<file path="src/rtl/core/des_pkg.sv">
// DES constants and permutation / S-box functions shared by the encryptor.
// No dependencies.
`timescale 1ns / 1ps
`default_nettype none
package des_pkg;

    localparam int BlockW = 64;
    localparam int KeyW   = 64;
    localparam int RkW    = 48;
    localparam int Rounds = 16;
    localparam int RndW   = 4;
    localparam int CfgIdxW = 2;

    typedef enum logic [2:0] {
        MODE_ECB = 3'd0,
        MODE_CBC = 3'd1,
        MODE_CFB = 3'd2,
        MODE_OFB = 3'd3,
        MODE_CTR = 3'd4
    } mode_t;

    localparam logic [CfgIdxW-1:0] REG_KEY  = 2'd0;
    localparam logic [CfgIdxW-1:0] REG_MODE = 2'd1;
    localparam logic [CfgIdxW-1:0] REG_IV   = 2'd2;

    localparam logic [7:0] T_IP [64] = '{
        58,50,42,34,26,18,10,2, 60,52,44,36,28,20,12,4,
        62,54,46,38,30,22,14,6, 64,56,48,40,32,24,16,8,
        57,49,41,33,25,17,9,1,  59,51,43,35,27,19,11,3,
        61,53,45,37,29,21,13,5, 63,55,47,39,31,23,15,7};
    localparam logic [7:0] T_FP [64] = '{
        40,8,48,16,56,24,64,32, 39,7,47,15,55,23,63,31,
        38,6,46,14,54,22,62,30, 37,5,45,13,53,21,61,29,
        36,4,44,12,52,20,60,28, 35,3,43,11,51,19,59,27,
        34,2,42,10,50,18,58,26, 33,1,41,9,49,17,57,25};
    localparam logic [7:0] T_EXP [48] = '{
        32,1,2,3,4,5, 4,5,6,7,8,9, 8,9,10,11,12,13, 12,13,14,15,16,17,
        16,17,18,19,20,21, 20,21,22,23,24,25, 24,25,26,27,28,29, 28,29,30,31,32,1};
    localparam logic [7:0] T_PBOX [32] = '{
        16,7,20,21,29,12,28,17, 1,15,23,26,5,18,31,10,
        2,8,24,14,32,27,3,9,    19,13,30,6,22,11,4,25};
    localparam logic [7:0] T_PC1 [56] = '{
        57,49,41,33,25,17,9, 1,58,50,42,34,26,18,
        10,2,59,51,43,35,27, 19,11,3,60,52,44,36,
        63,55,47,39,31,23,15, 7,62,54,46,38,30,22,
        14,6,61,53,45,37,29, 21,13,5,28,20,12,4};
    localparam logic [7:0] T_PC2 [48] = '{
        14,17,11,24,1,5, 3,28,15,6,21,10, 23,19,12,4,26,8, 16,7,27,20,13,2,
        41,52,31,37,47,55, 30,40,51,45,33,48, 44,49,39,56,34,53, 46,42,50,36,29,32};
    localparam logic [15:0] ROT_TWO = 16'b0111111011111100; // bit i: round i shifts by two

    localparam logic [3:0] T_SBOX [8][64] = '{
     '{14,4,13,1,2,15,11,8,3,10,6,12,5,9,0,7, 0,15,7,4,14,2,13,1,10,6,12,11,9,5,3,8,
       4,1,14,8,13,6,2,11,15,12,9,7,3,10,5,0, 15,12,8,2,4,9,1,7,5,11,3,14,10,0,6,13},
     '{15,1,8,14,6,11,3,4,9,7,2,13,12,0,5,10, 3,13,4,7,15,2,8,14,12,0,1,10,6,9,11,5,
       0,14,7,11,10,4,13,1,5,8,12,6,9,3,2,15, 13,8,10,1,3,15,4,2,11,6,7,12,0,5,14,9},
     '{10,0,9,14,6,3,15,5,1,13,12,7,11,4,2,8, 13,7,0,9,3,4,6,10,2,8,5,14,12,11,15,1,
       13,6,4,9,8,15,3,0,11,1,2,12,5,10,14,7, 1,10,13,0,6,9,8,7,4,15,14,3,11,5,2,12},
     '{7,13,14,3,0,6,9,10,1,2,8,5,11,12,4,15, 13,8,11,5,6,15,0,3,4,7,2,12,1,10,14,9,
       10,6,9,0,12,11,7,13,15,1,3,14,5,2,8,4, 3,15,0,6,10,1,13,8,9,4,5,11,12,7,2,14},
     '{2,12,4,1,7,10,11,6,8,5,3,15,13,0,14,9, 14,11,2,12,4,7,13,1,5,0,15,10,3,9,8,6,
       4,2,1,11,10,13,7,8,15,9,12,5,6,3,0,14, 11,8,12,7,1,14,2,13,6,15,0,9,10,4,5,3},
     '{12,1,10,15,9,2,6,8,0,13,3,4,14,7,5,11, 10,15,4,2,7,12,9,5,6,1,13,14,0,11,3,8,
       9,14,15,5,2,8,12,3,7,0,4,10,1,13,11,6, 4,3,2,12,9,5,15,10,11,14,1,7,6,0,8,13},
     '{4,11,2,14,15,0,8,13,3,12,9,7,5,10,6,1, 13,0,11,7,4,9,1,10,14,3,5,12,2,15,8,6,
       1,4,11,13,12,3,7,14,10,15,6,8,0,5,9,2, 6,11,13,8,1,4,10,7,9,5,0,15,14,2,3,12},
     '{13,2,8,4,6,15,11,1,10,9,3,14,5,0,12,7, 1,15,13,8,10,3,7,4,12,5,6,11,0,14,9,2,
       7,11,4,1,9,12,14,2,0,6,10,13,15,3,5,8, 2,1,14,7,4,10,8,13,15,12,9,0,3,5,6,11}};

    function automatic logic [63:0] perm_ip(input logic [63:0] x);
        logic [63:0] r;
        for (int i = 0; i < 64; i++) r[63-i] = x[64-int'(T_IP[i])];
        return r;
    endfunction

    function automatic logic [63:0] perm_fp(input logic [63:0] x);
        logic [63:0] r;
        for (int i = 0; i < 64; i++) r[63-i] = x[64-int'(T_FP[i])];
        return r;
    endfunction

    function automatic logic [55:0] perm_pc1(input logic [63:0] x);
        logic [55:0] r;
        for (int i = 0; i < 56; i++) r[55-i] = x[64-int'(T_PC1[i])];
        return r;
    endfunction

    function automatic logic [47:0] perm_pc2(input logic [55:0] x);
        logic [47:0] r;
        for (int i = 0; i < 48; i++) r[47-i] = x[56-int'(T_PC2[i])];
        return r;
    endfunction

    function automatic logic [31:0] feistel(input logic [31:0] r, input logic [47:0] k);
        logic [47:0] e;
        logic [31:0] s;
        logic [31:0] p;
        logic [5:0]  six;
        for (int i = 0; i < 48; i++) e[47-i] = r[32-int'(T_EXP[i])];
        e = e ^ k;
        for (int i = 0; i < 8; i++) begin
            six = e[47-6*i -: 6];
            s[31-4*i -: 4] = T_SBOX[i][{six[5], six[0], six[4:1]}];
        end
        for (int i = 0; i < 32; i++) p[31-i] = s[32-int'(T_PBOX[i])];
        return p;
    endfunction

endpackage
`default_nettype wire

</file>
<file path="src/rtl/core/des_round.sv">
// One DES round with on-the-fly key schedule: rotate C/D, PC-2, Feistel.
// Depends on des_pkg.
`timescale 1ns / 1ps
`default_nettype none
module des_feistel_step
    import des_pkg::*;
(
    input  wire logic [RndW-1:0] rnd,
    input  wire logic [55:0]     cd_in,
    input  wire logic [63:0]     lr_in,
    output logic [55:0]          cd_out,
    output logic [63:0]          lr_out
);
    logic [27:0] c;
    logic [27:0] d;
    logic [47:0] rk;

    always_comb
    begin
        if (ROT_TWO[rnd])
        begin
            c = {cd_in[53:28], cd_in[55:54]};
            d = {cd_in[25:0], cd_in[27:26]};
        end
        else
        begin
            c = {cd_in[54:28], cd_in[55]};
            d = {cd_in[26:0], cd_in[27]};
        end
        cd_out = {c, d};
        rk     = perm_pc2(cd_out);
        lr_out = {lr_in[31:0], lr_in[63:32] ^ feistel(lr_in[31:0], rk)};
    end
endmodule
`default_nettype wire

</file>
<file path="src/rtl/core/des_block_encrypt_modes.sv">
// Top level: DES encryptor with ECB/CBC/CFB/OFB/CTR chaining.
// Depends on des_pkg and des_feistel_step.
`timescale 1ns / 1ps
`default_nettype none
// Usage:
//   Configuration: cfg_valid/cfg_ready with cfg_index (0 key, 1 mode, 2 IV)
//   and cfg_data. cfg_ready is always high; write only while idle.
//   Input: in_valid/in_ready carries plain_block and first_block. A request
//   is taken only in IDLE; the block then runs one shared round unit, one
//   DES round per cycle up to the last round, with the key schedule rotated
//   alongside it, so no stored round-key table is needed.
//   Output: out_valid/out_ready carries cipher_block from an output
//   register; out_valid rises as the last round's result lands there. The
//   block is ready again the cycle after the last round, taking a new
//   request only after the previous one retires. The output register parts the
//   two sides: a result waiting on a stalled receiver does not block the
//   next request, which runs its rounds and then holds after the last round
//   until the output register drains; no request is taken during that hold.
//   Reset clears key, mode, IV, feedback register and all handshake state.
//   Unused mode codes behave as ECB: feedback takes the IV on a first block.
module des_block_encrypt_modes
    import des_pkg::*;
(
    input  wire logic               clk,
    input  wire logic               rst_n,
    input  wire logic               cfg_valid,
    output logic                    cfg_ready,
    input  wire logic [CfgIdxW-1:0] cfg_index,
    input  wire logic [63:0]        cfg_data,
    input  wire logic               in_valid,
    output logic                    in_ready,
    input  wire logic [63:0]        plain_block,
    input  wire logic               first_block,
    output logic                    out_valid,
    input  wire logic               out_ready,
    output logic [63:0]             cipher_block
);
    typedef enum logic {ST_IDLE, ST_RUN} state_t;

    state_t          state_reg;
    logic [RndW-1:0] rnd_reg;
    logic [63:0]     key_reg;
    logic [2:0]      mode_reg;
    logic [63:0]     iv_reg;
    logic [63:0]     fb_reg;
    logic [63:0]     plain_reg;
    logic [55:0]     cd_reg;
    logic [63:0]     lr_reg;
    logic [63:0]     out_reg;
    logic            out_valid_reg;

    logic [55:0]     cd_next;
    logic [63:0]     lr_next;
    logic [63:0]     fb_use;
    logic [63:0]     din;
    logic [63:0]     enc;
    logic [63:0]     res;
    logic            last_rnd;
    logic            out_free;
    logic            finish;

    assign cfg_ready    = 1'b1;
    assign in_ready     = (state_reg == ST_IDLE);
    assign out_valid    = out_valid_reg;
    assign cipher_block = out_reg;

    // the last round may only retire once the output register is free
    assign last_rnd = (rnd_reg == RndW'(Rounds - 1));
    assign out_free = !out_valid_reg || out_ready;
    assign finish   = (state_reg == ST_RUN) && last_rnd && out_free;

    des_feistel_step u_round (
        .rnd    (rnd_reg),
        .cd_in  (cd_reg),
        .lr_in  (lr_reg),
        .cd_out (cd_next),
        .lr_out (lr_next)
    );

    // Pick the cipher input from mode and feedback at acceptance, and form the result by mode.
    always_comb
    begin
        fb_use = first_block ? iv_reg : fb_reg;
        case (mode_reg) inside
            MODE_CBC:                     din = plain_block ^ fb_use;
            MODE_CFB, MODE_OFB, MODE_CTR: din = fb_use;
            default:                      din = plain_block;
        endcase
        enc = perm_fp({lr_next[31:0], lr_next[63:32]});
        case (mode_reg) inside
            MODE_CFB, MODE_OFB, MODE_CTR: res = plain_reg ^ enc;
            default:                      res = enc;
        endcase
    end

    always_ff @(posedge clk or negedge rst_n)
    begin
        if (!rst_n)
        begin
            state_reg     <= ST_IDLE;
            rnd_reg       <= '0;
            key_reg       <= '0;
            mode_reg      <= '0;
            iv_reg        <= '0;
            fb_reg        <= '0;
            plain_reg     <= '0;
            cd_reg        <= '0;
            lr_reg        <= '0;
            out_reg       <= '0;
            out_valid_reg <= 1'b0;
        end
        else
        begin
            if (cfg_valid)
            begin
                unique case (cfg_index)
                    REG_KEY:  key_reg  <= cfg_data;
                    REG_MODE: mode_reg <= cfg_data[2:0];
                    REG_IV:   iv_reg   <= cfg_data;
                    default:  ;
                endcase
            end
            // raise valid on a fresh result, drop it once the receiver takes it
            if (finish)
                out_valid_reg <= 1'b1;
            else if (out_ready)
                out_valid_reg <= 1'b0;
            unique case (state_reg)
                ST_IDLE:
                begin
                    if (in_valid)
                    begin
                        fb_reg    <= first_block ? iv_reg : fb_reg;
                        plain_reg <= plain_block;
                        cd_reg    <= perm_pc1(key_reg);
                        lr_reg    <= perm_ip(din);
                        rnd_reg   <= '0;
                        state_reg <= ST_RUN;
                    end
                end
                ST_RUN:
                begin
                    if (!last_rnd)
                    begin
                        // advance one round per cycle through the shared unit
                        cd_reg  <= cd_next;
                        lr_reg  <= lr_next;
                        rnd_reg <= rnd_reg + 1'b1;
                    end
                    else if (out_free)
                    begin
                        out_reg   <= res;
                        rnd_reg   <= '0;
                        state_reg <= ST_IDLE;
                        case (mode_reg) inside
                            MODE_CBC, MODE_CFB: fb_reg <= res;
                            MODE_OFB:           fb_reg <= enc;
                            MODE_CTR:           fb_reg <= fb_reg + 64'd1;
                            default:            ;
                        endcase
                    end
                    // otherwise hold the last round until the output drains
                end
                default: state_reg <= ST_IDLE;
            endcase
        end
    end
endmodule
`default_nettype wire
</file>
<file path="config.mk">
export PLATFORM = sky130hd
export DESIGN_NAME = des_block_encrypt_modes
export DESIGN_NICKNAME = d
export VERILOG_FILES = /design/src/rtl/core/des_pkg.sv /design/src/rtl/core/des_round.sv /design/src/rtl/core/des_block_encrypt_modes.sv
export SDC_FILE = /design/constraint.sdc
export NUM_CORES = 1
export LEC_CHECK = 0
export BUFFER_PORTS_ARGS = -buffer_cell sky130_fd_sc_hd__buf_2
export CAP_MARGIN = 5
export CORE_MARGIN = 2
export CORE_UTILIZATION = 25
export DETAILED_ROUTE_END_ITERATION = 7
export GPL_ROUTABILITY_DRIVEN = 1
export PLACE_DENSITY_LB_ADDON = 0.1
export SYNTH_ARGS = -nofsm -noshare
export SYNTH_HDL_FRONTEND = slang
export SYNTH_SLANG_ARGS = --single-unit
export TNS_END_PERCENT = 50
</file>
<file path="constraint.sdc">
create_clock -name clk -period 9.1 [get_ports clk]
set_input_delay 0.91 -clock clk [delete_from_list [all_inputs] [get_ports clk]]
set_output_delay 0.91 -clock clk [all_outputs]
set_load 0.1 [all_outputs]
</file>
==> flow_summary_export.csv <==
group,metric,value,unit
die,die-height,360,um
worst_setup_path,cp_max_fo,19,
place,gp_congestion,0.863,
logic_synthesis,synth_enable_flop_cells,0,
worst_setup_path,crit_family,"multiplexers",
detailed_routing,vias,29800,
logic_synthesis,async_flop_share,1.00,
worst_hold_path,hold_path.class,"in2async",
cts,cts.sinks,441,
cells_and_area,drive_above_1_share,0.159,
logic_synthesis,synth.top_cell.area_share,0.349,
logic_synthesis,synth.avg_cell_area,8.36,sq um
cts,cts_setup_buffers,0,
timing,slew_violations,0,
cts,clk_pin_slew,0.06,ns
cts,cts_buffers,60,
cts,ctsResizeCount,0,
logic_synthesis,yosysMostFrequentCell,"nand2_1",
place,placed_cells,5409,
logic_synthesis,synth_common_cells,"nand2_1, dfrtp_1, nor2_1",
worst_setup_path,r2r_slack,2.85,ns
detailed_routing,firstDrtPassIters,6,
grt,antenna_found_initial,17,
detailed_routing,viasPerCell,5.40,
cts,cts_root_buffer,"clkbuf_16",
die,core_region_area,126000,sq um
cts,cts_tree,"yes",
timing,grt_setup_unrepaired,"false",
worst_setup_path,critPathCaptureType,"flip-flop",
cts,hold_buffers,0,
die,rows,130,
worst_setup_path,max_stage_delay,0.81,ns
die,io_pins,203,
cells_and_area,fillers,13600,
die,die-area,129000,sq um
cts,clockBufferDepth,3,
cells_and_area,fin_nets,4024,
place,dp_hpwl,117000,um
worst_setup_path,slowest_stage,"mux2i_1",
timing,finalSetupViolations,0,
timing,setup_tns,0,ns
worst_setup_path,crit_type,"reg2reg",
grt,grt_first_pass_wirelength,229000,um
worst_setup_path,cp-startpoint,"rnd_reg[1]",
timing,finClkSkew,0.0243,ns
cells_and_area,area_growth,14.6,%
logic_synthesis,synth-simple-area-share,0.173,
grt,first_global_vias,27800,
logic_synthesis,synth_adder_area_share,0.0265,
timing,fin_crit_sh,0.687,
logic_synthesis,yosysSeqAreaShare,0.349,
timing,finalHoldViolCount,0,
cts,clk_latency,0.69,ns
timing,max_freq,160,MHz
logic_synthesis,synth_top_family_by_area,"compound AO/OA/AOI/OAI gates",
logic_synthesis,synth_top_area_cell,"dfrtp_1",
logic_synthesis,synth_cell_types,86,
detailed_routing,wl,163000,um
cts,htree_levels,2,
logic_synthesis,synth_seq_cells,441,
detailed_routing,dr.first_iter.drc_count,3331,
worst_setup_path,r2r_start,"rnd_reg[1]",
timing,min_period,6.25,ns
worst_setup_path,cp-endpoint,"fb_reg[8]",
logic_synthesis,synthesis.nets,3984,
grt,grt_start_max_net_pins,134,
place,numPortBuffers,201,
logic_synthesis,synth-compound-area-share,0.196,
logic_synthesis,yosysWarnings,0,
worst_setup_path,crit_arrival,6.85,ns
die,die_w,360,um
worst_setup_path,start_kind,"flip-flop",
worst_setup_path,cp.buffers_inverters,4,
die,start_util,0.252,
worst_setup_path,cp.depth,17,
timing,worstMarginPinSlew,1.22,ns
logic_synthesis,synthCells,3781,
detailed_routing,wl_per_cell,29.5,um
cells_and_area,stdcell_count,5517,
worst_setup_path,worstReg2RegEnd,"fb_reg[8]",
detailed_routing,ant_nets,0,
logic_synthesis,synth_flop_cell,"dfrtp_1",
grt,track_usage,0.245,
status,outcome,"completed",
detailed_routing,drcViolationCount,0,
worst_setup_path,reg2reg_depth,17,
timing,slew_headroom,0.167,
worst_setup_path,cp_cell_sequence,"inv_1 > ha_1 > mux2_4 > a21oi_4 > buf_4 > mux2i_1 > xor2_1 > inv_1 > ha_1 > inv_1 > mux2i_1 > mux2_2 > o21bai_1 > a2bb2oi_1 > xnor2_1 > and3_1 > o31ai_1",
grt,grt-ovfl-total,0,
job,maxCapViolCount,0,
timing,hold_ws,0.270,ns
logic_synthesis,synthMuxAreaShare,0.110,
worst_setup_path,cp_common_cell,"inv_1",
logic_synthesis,syn-cell-area,31600,sq um
worst_setup_path,required,9.69,ns
logic_synthesis,ys_top_cells_by_area,"dfrtp_1, nand2_1, xnor2_1",
logic_synthesis,yosys.area_share.xor_xnor,0.0975,
-- cells in the final DEF, fill, tap and decap left out, drive strengths merged, types with 12 or more instances in the layout --
| master | count |
|---|---|
| nand4 | 16 |
| o31ai | 12 |
| a211oi | 41 |
| mux2i | 158 |
| mux4 | 12 |
| and3 | 20 |
| nor3 | 45 |
| a31oi | 31 |
| a221o | 36 |
| a22oi | 49 |
| ha | 67 |
| nand2 | 637 |
| clkbuf | 86 |
| mux2 | 134 |
| clkinv | 16 |
| o211ai | 17 |
| dfrtp | 441 |
| a21oi | 283 |
| nor2 | 360 |
| buf | 279 |
| nand3 | 91 |
| a21o | 25 |
| or3 | 12 |
| nor2b | 35 |
| and2 | 15 |
| o22ai | 122 |
| xnor2 | 200 |
| inv | 69 |
| nand3b | 22 |
| xor2 | 115 |
| o21ai | 258 |
| a221oi | 16 |
-- worst min-delay path by stage --
stage                           startpoint          endpoint  slack (ns)  cells past startpoint
final                                rst_n        lr_reg[11]        0.27                      1
after global routing                 rst_n        lr_reg[11]        0.32                      1
after CTS                            rst_n        lr_reg[11]        0.29                      1
after detailed placement     plain_reg[21]     plain_reg[21]        0.46                      2
after global placement    cipher_block[52]  cipher_block[52]        0.46                      2
after floorplan              plain_reg[14]     plain_reg[14]        0.45                      2
-- cell type report --
cell class | instances | area [sq um] | share of cell area
multi-input combinational | 2968 | 19200 | 0.530
sequential | 441 | 11000 | 0.305
tap | 1650 | 2060 | 0.0570
clock buffer | 86 | 1780 | 0.0492
timing repair buffer | 279 | 1660 | 0.0457
inverter | 71 | 268 | 0.00739
clock inverter | 20 | 224 | 0.00618
antenna | 2 | 5.00 | 0.000138
-- cells by family (layout without fill, tap and decap cells) --
| family | after synthesis | after routing |
|---|---|---|
| AO/OA/AOI/OAI | 993 | 993 |
| multiplexers | 304 | 304 |
| buffers and inverters | 372 | 456 |
| AND/OR/NAND/NOR | 1288 | 1288 |
| flip-flops | 441 | 441 |
| adder cells (fa/ha/maj) | 67 | 67 |
| other | 1 | 3 |
| XOR/XNOR | 315 | 315 |
-- routing by layer --
layer  up-vias  wire length [um]  track usage
met1     15100             79900        0.378
met2      1147             69900        0.366
met5         -                 0            0
li1      13400                 -            -
met3       144              9650       0.0238
met4         0              3480       0.0528
-- stage by stage --
| step | setup WS (ns) | utilization | cell area, sq um |
|---|---|---|---|
| 4_1_cts | 2.91 | 0.289 | 36200 |
| 5_1_grt | 2.51 | 0.289 | 36200 |
| 3_5_place_dp | 2.92 | 0.273 | 34200 |
| 3_3_place_gp | 2.97 | 0.273 | 34200 |
| 2_1_floorplan | 4.59 | - | 31600 |
| 6_report | 2.85 | 0.289 | 36200 |
Power is left out: the tool's default activity adds up to more than one toggle a clock period on the data nets, which glitch-free logic cannot reach.
